[src/rtl/chained_hash_table_engine_unit_macros.svh]
// Assertion macros used by the RTL.
`ifndef CHAINED_HASH_TABLE_ENGINE_UNIT_MACROS_SVH
`define CHAINED_HASH_TABLE_ENGINE_UNIT_MACROS_SVH

// Implication checked on every clock edge outside reset.
`define CHT_ASSERT_IMP(label, clk, rst, ante, cons, msg) \
  label: assert property (@(posedge clk) disable iff (rst) (ante) |-> (cons)) \
    else $error(msg);

// Next-cycle implication checked outside reset.
`define CHT_ASSERT_NEXT(label, clk, rst, ante, cons, msg) \
  label: assert property (@(posedge clk) disable iff (rst) (ante) |=> (cons)) \
    else $error(msg);

`endif

[src/rtl/cht_ram.sv]
`timescale 1ns / 1ps
module cht_ram #(
  parameter int WIDTH = 8,
  parameter int DEPTH = 16
) (
  input  logic                     clk,
  input  logic                     we,
  input  logic [$clog2(DEPTH)-1:0] waddr,
  input  logic [WIDTH-1:0]         wdata,
  input  logic [$clog2(DEPTH)-1:0] raddr,
  output logic [WIDTH-1:0]         rdata
);
  logic [WIDTH-1:0] mem [DEPTH];

  always_ff @(posedge clk) begin
    if (we) begin
      mem[waddr] <= wdata;
    end
    rdata <= mem[raddr];
  end
endmodule

[config.mk]
export PLATFORM = sky130hd
export DESIGN_NAME = cht_ram
export DESIGN_NICKNAME = d
export VERILOG_FILES = /design/src/rtl/chained_hash_table_engine_unit_macros.svh /design/src/rtl/cht_ram.sv
export SDC_FILE = /design/constraint.sdc
export NUM_CORES = 1
export LEC_CHECK = 0
export BUFFER_PORTS_ARGS = -buffer_cell sky130_fd_sc_hd__buf_2
export CORE_MARGIN = 5
export CORE_UTILIZATION = 60
export CTS_CLUSTER_SIZE = 14
export DETAILED_ROUTE_END_ITERATION = 8
export HOLD_SLACK_MARGIN = 0.12
export PLACE_DENSITY = 0.77
export SLEW_MARGIN = 25
export SYNTH_ARGS = -nofsm -noshare
export SYNTH_HDL_FRONTEND = slang
export SYNTH_SLANG_ARGS = --single-unit
[constraint.sdc]
create_clock -name clk -period 2.12 [get_ports clk]
set_input_delay 0.106 -clock clk [delete_from_list [all_inputs] [get_ports clk]]
set_output_delay 0.106 -clock clk [all_outputs]
set_load 0.01 [all_outputs]
After elaboration in Yosys (flattened, before gate mapping). Memories as Yosys holds them, arrays and structs flattened. A register that Yosys moved wholly into a read port is not among the register bits. Cells that the tools add are included. Widths: inputs -> output; s select.

Bits in registers: 0. Memory bits (writable): 128. Memories kept: 1.

Muxes and demuxes: 2.

Memories: mem (words 16, width 8, read ports 1, clocked after Yosys merged registers in 1, write ports 1, RTL line cht_ram.sv:13) `logic [WIDTH-1:0] mem [DEPTH];`.

Operators with widths (count): $mux 1 (2).

Depth between registers and ports, before layout. Gate-level depths: netlist of the first run.

Depth in word-level cells: 2. Depth in mapped cells: 5. Mapped depth without buffers: 3.

Worst setup path after synthesis of the first run. No wires, ideal clock.

Path type: input port to flip-flop. From: input port waddr[2]. To: memory mem[0][0] (enable). Library setup time: 0.383 ns. Data arrival time: 1.216 ns. Data required time: 1.737 ns. Slack: 0.521 ns. Stages on the path: 2. Buffers on the path: 0. Path through: or3b_2 > nor3_1.

RTL lines: start: declaration (RTL line cht_ram.sv:8) `input logic [$clog2(DEPTH)-1:0] waddr,`; end: declaration (RTL line cht_ram.sv:13).

No word-level cell before the write port.

==> results.sh, run 1 <==
export IMPL_grt_pass1_vias=2594
export IMPL_path_clk_slew_ps=60
export IMPL_power_density_nw_per_um2=1020
export IMPL_syn_nets=247
export IMPL_yosys_warnings=0
export IMPL_drtAntennaViolNets=0
export IMPL_num_antenna_cells=0
export IMPL_synthMuxAreaShare=0.150
export IMPL_syn_inst=229
export IMPL_cts_max_path_buffers=2
export IMPL_cts_tree="done"
export IMPL_min_to="mem[4][6]"
export IMPL_reg2reg_to="rdata[6]"
export IMPL_reg2reg_slack_ps=700
export IMPL_setup_viol=0
export IMPL_final_setup_tns_ps=0
export IMPL_antenna_found_initial=0
export IMPL_cp_max_fo=1
export IMPL_synthAdderAreaFrac=0
export IMPL_synth_top_family_by_area="multiplexers"
export IMPL_clockRootBuffer="clkbuf_8"
export IMPL_yosysSeqAreaShare=0.778
export IMPL_dieArea_sq_um=10500
export IMPL_syn_area_per_cell_sq_um=22.5
export IMPL_slew_violations=0
export IMPL_drive_gt1_frac=0.318
export IMPL_power_total_uw=6320
export IMPL_drt_initial_drc_count=183
export IMPL_ios=26
export IMPL_rows=33
export IMPL_vias=2513
export IMPL_grt_ovfl_total=0
export IMPL_r2r_start="mem[3][6]"
export IMPL_dp_hpwl_microns=5920
export IMPL_max_freq_mhz=702
export IMPL_layout_nets=310
export IMPL_synth_xor_area_frac=0
export IMPL_holdPathStages=3
export IMPL_syn2layout_area_growth_pct=20.4
export IMPL_relSlewSlack=0.606
export IMPL_fin_crit_ps=1420
export IMPL_worst_hold_path_type="in2reg"
export IMPL_ctsResizeCount=0
export IMPL_numCtsBuffers=17
export IMPL_status="finished clean"
export IMPL_core_sq_um=8300
export IMPL_reg2reg_depth=3
export IMPL_cp_arrival_ps=1820
export IMPL_numPortBuffers=25
export IMPL_drc=0
export IMPL_grt_pass1_wl_microns=15000
export IMPL_hp_start="waddr[0]"
export IMPL_wire_per_inst_microns=23.8
export IMPL_post_route_util=0.747
export IMPL_gp_congestion=0.735
export IMPL_firstDrtPassIters=4
export IMPL_die_width_microns=103
export IMPL_hold_viol_final=0
export IMPL_cellLeakagePower_uw=0.00214
export IMPL_syn_area_sq_um=5150
export IMPL_critPathKind="reg2reg"
export IMPL_synth_simple_area_share=0.0318
export IMPL_tightest_slew_ps=588
export IMPL_grt_max_degree=33
export IMPL_cts_setup_buffers=0
export IMPL_viasPerCell=6.13
export IMPL_fin_crit_sh=0.672
export IMPL_drt_wl_total_microns=9770
export IMPL_htree_levels=4
export IMPL_grt_total_usage=0.209
export IMPL_rsz0062_at_grt="no"
export IMPL_cap_violations=0
export IMPL_clk_latency_ps=510
export IMPL_synth_seq_cells=136
export IMPL_ir_drop_mv=0.726
export IMPL_die_h_microns=103
export IMPL_initial_core_util=0.620
export IMPL_cp_start_kind="register"
export IMPL_end_kind="register"
export IMPL_synth_compound_area_frac=0.0233
export IMPL_yosys_cell_types_count=19
export IMPL_skew_ps=8.27
export IMPL_cts_sinks=136
export IMPL_worst_ep_required_time_ps=2510
-- repair_timing --
item                                    4_1_cts  5_1_grt
endpoints found under the setup margin        0        0
hold endpoints to repair                    128        0
hold buffers                                  8        0
-- worst max-delay path, stage by stage (launching register included) --
cell	delay [ps]
edfxtp_1	420
mux4_2	520
a22oi_1	270
nand2_1	100
-- placed cells by master, fill, tap and decap left out, types with 9 or more instances in the layout --
cell / synthesis / routed
edfxtp_1: 128 / 128
buf_2: 3 / 25
buf_4: 1 / 19
mux4_2: 18 / 18
a22oi_1: 16 / 16
clkbuf_16: 0 / 16
mux4_1: 14 / 14
nor2_1: 13 / 13
nand2_1: 9 / 9
-- report_power, final --
group | switching, uW | internal (uW)
sequential | 18.5 | 3010
combinational | 163 | 132
clock | 1080 | 1910
-- synth_stat cells, drive strengths merged --
| cell type | count | area share |
|---|---|---|
| and2 | 1 | 0.0012 |
| clkdlybuf4s25 | 3 | 0.0058 |
| or3b | 1 | 0.0017 |
| mux4 | 32 | 0.15 |
| nand3b | 2 | 0.0029 |
| and2b | 1 | 0.0015 |
| buf | 7 | 0.011 |
| nor3 | 4 | 0.0039 |
| nor2 | 13 | 0.0095 |
| edfxtp | 128 | 0.75 |
| nand2b | 2 | 0.0024 |
| nand3 | 1 | 0.00097 |
| nand2 | 9 | 0.0066 |
| dfxtp | 8 | 0.031 |
| a22oi | 16 | 0.023 |
| nor2b | 1 | 0.0012 |
-- through the flow --
stage / std cells / cell area, sq um / hold slack [ps] / setup WS, ps
floorplan: 229 / 5150 / 205 / 521
global placement: 370 / 5500 / 486 / 572
detailed placement: 370 / 5500 / 496 / 534
CTS: 410 / 6200 / 130 / 712
global route: 410 / 6200 / 161 / 678
finish: 410 / 6200 / 150 / 696
-- cell families after synthesis --
family                 after synthesis
AOI/OAI and AO/OA                   16
buffers and inverters               10
DFF                                136
muxes                               32
and+or+nand+nor                     35
-- registers in the layout, summed over array words and instances, names as in the netlist --
signal / flops
rdata: 8
mem: 128
-- metal layers --
layer  wire length [microns]  track usage
met5                       0            0
met4                     184       0.0797
met1                    3810        0.286
met2                    5020        0.330
met3                     759       0.0521
-- worst max-delay path by stage --
stage                     startpoint         to  depth (start not counted)
after floorplan             waddr[2]  mem[0][0]                          2
after global placement      raddr[0]   rdata[1]                          5
after detailed placement    raddr[0]   rdata[2]                          5
after CTS                  mem[3][6]   rdata[6]                          3
after global routing       mem[3][6]   rdata[6]                          3
final                      mem[3][6]   rdata[6]                          3
-- area by class of cell --
class                   instances  area (sq um)
clock buffers                  17           414
multi-input cells              83          1060
repair buffers                 54           388
well taps                     105           131
fillers                       458          2100
clock inverters                15           201
flip-flops and latches        136          4000
Power figures use the tool's default switching activity.
==> run 2, diff against run 1 <==
--- a/config.mk
+++ b/config.mk
@@ -5,6 +5,7 @@
 export SDC_FILE = /design/constraint.sdc
 export NUM_CORES = 1
 export LEC_CHECK = 0
+export ABC_AREA = 1
 export BUFFER_PORTS_ARGS = -buffer_cell sky130_fd_sc_hd__buf_2
 export CORE_MARGIN = 5
 export CORE_UTILIZATION = 60
==> constraint.sdc (replaced) <==
create_clock -name clk -period 1.43 [get_ports clk]
set_input_delay 0.0715 -clock clk [delete_from_list [all_inputs] [get_ports clk]]
set_output_delay 0.0715 -clock clk [all_outputs]
set_load 0.01 [all_outputs]
==> results.sh, run 2 <==
export IMPL_largest_register="mem"
export IMPL_end_kind="register"
export IMPL_reg2reg_to="rdata[2]"
export IMPL_worst_ep_required_time_ps=1830
export IMPL_layout_common_cells="173 x nand2_1, 128 x edfxtp_1, 100 x inv_1, 97 x nand3_1, 25 x buf_2"
export IMPL_cts_max_path_buffers=2
export IMPL_layoutNonFillerInstCount=744
export IMPL_htree_levels=4
export IMPL_firstDrtPassIters=6
export IMPL_fin_crit_sh=0.823
export IMPL_dieArea_sq_um=11700
export IMPL_wl_met3_microns=1340
export IMPL_wl_met2_microns=5930
export IMPL_yosys_cell_types_count=12
export IMPL_initial_core_util=0.621
export IMPL_cellLeakagePower_uw=0.00295
export IMPL_cp_arrival_ps=1580
export IMPL_synth_top_area_cell="edfxtp_1"
export IMPL_grt_ovfl_total=0
export IMPL_power_total_uw=9070
export IMPL_cap_violations=0
export IMPL_rsz0062_at_grt="no"
export IMPL_drc=0
export IMPL_reg2reg_slack_ps=360
export IMPL_crit_path_start="raddr[2]"
export IMPL_syn_nets=569
export IMPL_drt_initial_drc_count=365
export IMPL_cp_start_kind="input port"
export IMPL_synth_main_ff_cell="edfxtp_1"
export IMPL_antenna_found_initial=0
export IMPL_post_route_util=0.729
export IMPL_max_freq_mhz=850
export IMPL_yosys_warnings=0
export IMPL_synthTopCellsByCount="173 x nand2_1, 128 x edfxtp_1, 100 x inv_1"
export IMPL_numPortBuffers=25
export IMPL_regArea_sq_um=4000
export IMPL_die_h_microns=108
export IMPL_hold_slack_ps=168
export IMPL_cp_max_fo=16
export IMPL_path_clk_slew_ps=60
export IMPL_fillers=612
export IMPL_r2r_start="mem[11][2]"
export IMPL_fin_crit_ps=1180
export IMPL_met1_length_microns=4810
export IMPL_drt_wl_total_microns=12500
export IMPL_cts_sinks=136
export IMPL_num_antenna_cells=0
export IMPL_async_reset_ff_frac=0
export IMPL_status="finished clean"
export IMPL_yosysSeqAreaShare=0.694
export IMPL_final_common_cell="nand2_1"
export IMPL_syn_inst=551
export IMPL_rows=35
export IMPL_skew_ps=9.79
export IMPL_drtAntennaViolNets=0
export IMPL_multi_input_area_sq_um=1210
export IMPL_reg_top3="mem x128, rdata x8"
export IMPL_synth_edf_count=128
export IMPL_crit_path_end="rdata[2]"
export IMPL_largest_reg_flops=128
export IMPL_synth_top_area_frac=0.667
export IMPL_cts_tree="done"
export IMPL_relSlewSlack=0.648
export IMPL_synth_seq_cells=136
export IMPL_layout_nets=621
export IMPL_clockRootBuffer="clkbuf_8"
export IMPL_ys_top_cells_by_area="edfxtp_1 67%, nand2_1 11%, nand3_1 8.4%"
export IMPL_slew_violations=0
export IMPL_hold_viol_final=0
export IMPL_die_width_microns=108
export IMPL_syn_area_sq_um=5770
export IMPL_tightest_slew_ps=527
export IMPL_final_setup_tns_ps=0
export IMPL_ios=26
export IMPL_viasPerCell=5.27
export IMPL_power_density_nw_per_um2=1340
export IMPL_ctsResizeCount=0
export IMPL_grt_max_degree=65
export IMPL_dp_hpwl_microns=7490
export IMPL_numCtsBuffers=17
export IMPL_critPathKind="in2reg"
export IMPL_grt_pass1_vias=3871
export IMPL_syn2layout_area_growth_pct=17.3
export IMPL_setup_viol=0
export IMPL_placedCellCount=703
export IMPL_worst_hold_path_type="in2reg"
export IMPL_drive_gt1_frac=0.125
export IMPL_grt_total_usage=0.230
export IMPL_synth_most_common_cell="nand2_1"
export IMPL_reg2reg_depth=6
export IMPL_maxUsedRoutingLayer="met4"
export IMPL_vias=3923
export IMPL_clk_latency_ps=520
export IMPL_core_sq_um=9280
export IMPL_ir_drop_mv=0.888
export IMPL_grt_pass1_wl_microns=19700
export IMPL_gp_congestion=0.863
export IMPL_syn_area_per_cell_sq_um=10.5
export IMPL_wire_per_inst_microns=16.7
-- run 2: cell types whose count changed in the layout (fill, tap and decap cells not counted), moves of 3 or more --
| cell | change |
|---|---|
| nand2_1 | +164 |
| a22oi_1 | -16 |
| mux4_1 | -14 |
| mux4_2 | -18 |
| buf_12 | +3 |
| nor3_1 | -4 |
| nand3_1 | +96 |
| nor2_1 | +4 |
| inv_1 | +100 |
-- run 2: where the power goes --
part           internal (uW)  leakage [uW]  switching [uW]  total, uW
logic                    194       0.00147             387        581
clock network           2450      0.000254            1550       4000
registers               4460       0.00122            31.0       4490
total                   7100       0.00295            1970       9070
-- run 2: worst min path at each step --
stage	cells after the start	start	endpoint	slack, ps
floorplan	0	wdata[0]	mem[0][0]	170
global placement	3	raddr[3]	rdata[3]	440
detailed placement	3	raddr[3]	rdata[4]	440
CTS	6	raddr[1]	rdata[6]	150
global route	6	raddr[1]	rdata[2]	210
finish	6	raddr[1]	rdata[2]	170
-- run 2: layout make-up --
class | instances | area share
Inverter | 102 | 0.0566
Sequential cell | 136 | 0.592
Clock inverter | 13 | 0.0196
Multi-Input combinational cell | 289 | 0.179
Clock buffer | 18 | 0.0618
Tap cell | 129 | 0.0239
Timing Repair Buffer | 57 | 0.0670
-- run 2: through the flow --
| stage | cell area [sq um] | setup WS (ps) |
|---|---|---|
| 2_1_floorplan | 5770 | 408 |
| 3_3_place_gp | 6110 | 321 |
| 3_5_place_dp | 6110 | 304 |
| 4_1_cts | 6770 | 258 |
| 5_1_grt | 6770 | 192 |
| 6_report | 6770 | 253 |
-- run 2: cell families (layout without fill, tap and decap cells) --
| logic type | after synthesis | in the layout | share of synthesized area |
|---|---|---|---|
| flip-flops | 136 | 136 | 0.694 |
| buffers and inverters | 126 | 190 | 0.0952 |
| AND/OR/NAND/NOR | 289 | 289 | 0.210 |
-- run 2: metal layers --
metal | track usage | vias up
met5 | 0 | -
met4 | 0.115 | 0
met3 | 0.0633 | 28
met2 | 0.353 | 233
met1 | 0.303 | 1784
li1 | - | 1878
-- run 2: what timing repair did --
action | 4_1_cts | 5_1_grt
buffers inserted | 0 | 0
hold buffers | 10 | 0
hold endpoints to repair | 136 | 0
setup endpoints to repair | 0 | 0
-- run 2: worst max-delay path, stage by stage --
cell and delay (ps):
dlygate4sd3_1 530, buf_2 140, inv_1 390, nand3_1 190, nand3_1 170, nand2_1 70
==> run 3, diff against run 2 <==
==> constraint.sdc (replaced) <==
create_clock -name clk -period 1.1 [get_ports clk]
set_input_delay 0.055 -clock clk [delete_from_list [all_inputs] [get_ports clk]]
set_output_delay 0.055 -clock clk [all_outputs]
set_load 0.01 [all_outputs]
==> results.sh, run 3 (synthesis results as in run 2) <==
export IMPL_grt_ovfl_total=0
export IMPL_crit_buf_inv=1
export IMPL_drt_initial_drc_count=471
export IMPL_clockRootBuffer="clkbuf_8"
export IMPL_critPathKind="reg2out"
export IMPL_drive_gt1_frac=0.143
export IMPL_drtAntennaViolNets=0
export IMPL_grt_max_degree=65
export IMPL_cpPeakStageDelay_ps=340
export IMPL_numCtsBuffers=17
export IMPL_ios=26
export IMPL_clk_latency_ps=520
export IMPL_cp_arrival_ps=1000
export IMPL_hold_viol_final=0
export IMPL_slew_violations=0
export IMPL_cp_start_kind="register"
export IMPL_syn2layout_area_growth_pct=19.2
export IMPL_cp_max_fo=1
export IMPL_cts_max_path_buffers=2
export IMPL_rsz0062_at_grt="no"
export IMPL_die_h_microns=108
export IMPL_power_density_nw_per_um2=1800
export IMPL_end_kind="output port"
export IMPL_layout_nets=623
export IMPL_crit_slowest_cell="dfxtp_1"
export IMPL_max_freq_mhz=944
export IMPL_die_width_microns=108
export IMPL_num_antenna_cells=0
export IMPL_antenna_found_initial=0
export IMPL_core_sq_um=9280
export IMPL_worst_hold_path_type="in2reg"
export IMPL_initial_core_util=0.621
export IMPL_cap_violations=0
export IMPL_cellLeakagePower_uw=0.00301
export IMPL_drt_wl_total_microns=13300
export IMPL_gp_congestion=0.814
export IMPL_wire_per_inst_microns=17.8
export IMPL_cts_tree="done"
export IMPL_skew_ps=7.30
export IMPL_numPortBuffers=25
export IMPL_reg_top3="mem x128, rdata x8"
export IMPL_post_route_util=0.740
export IMPL_drc=0
export IMPL_grt_total_usage=0.243
export IMPL_rows=35
export IMPL_vias=4010
export IMPL_worst_ep_required_time_ps=1040
export IMPL_dp_hpwl_microns=7670
export IMPL_setup_viol=0
export IMPL_dieArea_sq_um=11700
export IMPL_status="finished clean"
export IMPL_grt_pass1_wl_microns=20600
export IMPL_ir_drop_mv=1.16
export IMPL_hold_slack_ps=155
export IMPL_largest_reg_flops=128
export IMPL_grt_pass1_vias=3886
export IMPL_firstDrtPassIters=5
export IMPL_final_common_cell="nand2_1"
export IMPL_tightest_slew_ps=372
export IMPL_path_clk_slew_ps=60
export IMPL_relSlewSlack=0.752
export IMPL_crit_chain="buf_2"
export IMPL_fin_crit_ps=1060
export IMPL_cts_sinks=136
export IMPL_viasPerCell=5.38
export IMPL_htree_levels=4
export IMPL_power_total_uw=12400
export IMPL_layout_common_cells="173 x nand2_1, 128 x edfxtp_1, 100 x inv_1, 91 x nand3_1, 25 x buf_2"
export IMPL_largest_register="mem"
export IMPL_crit_family="flip-flops"
export IMPL_fin_crit_sh=0.963
export IMPL_cts_setup_buffers=0
-- run 3: routing by layer --
metal  global-route usage  wire length [microns]  vias to the layer above
li1                     -                      -                     1880
met1                0.322                   5220                     1857
met2                0.379                   6300                      242
met3               0.0704                   1370                       31
met4                0.106                    359                        0
met5                    0                      0                        -
-- run 3: stage by stage --
step	instances	area, sq um	setup slack [ps]	setup TNS (ps)
4_1_cts	746	6840	21.6	0
3_5_place_dp	705	6140	-19.7	-19.7
2_1_floorplan	551	5770	94.2	0
5_1_grt	746	6870	11.5	0
3_3_place_gp	705	6140	17.9	0
6_report	746	6870	40.2	0
-- run 3: area by class of cell --
| type | count | area, sq um |
|---|---|---|
| tap | 129 | 161 |
| clock buffer | 18 | 418 |
| inverter | 102 | 383 |
| clock inverter | 13 | 180 |
| sequential | 136 | 4010 |
| timing repair buffer | 59 | 480 |
| multi-input combinational | 289 | 1240 |
| fill | 619 | 2410 |
-- run 3: worst paths after layout --
| kind | depth (start not counted) | endpoint | slack, ps | from |
|---|---|---|---|---|
| worst max register to register | 6 | rdata[0] | 80 | mem[1][0] |
| worst min register to register | 6 | rdata[4] | 680 | mem[11][4] |
| worst max-delay path | 1 | rdata[3] | 40 | rdata[3] |
| worst min-delay path | 6 | rdata[4] | 150 | raddr[1] |
-- run 3: where the power goes --
group          internal, uW  leakage, uW  total, uW  switching (uW)
clock                  3650     0.000288       5720            2070
sequential             5800      0.00122       5840            40.4
combinational           264      0.00150        796             532
-- run 3: timing repair --
action	4_1_cts	5_1_grt
hold endpoints to repair	136	0
hold buffers	10	0
endpoints found under the setup margin	1	4
resized for setup	1	7
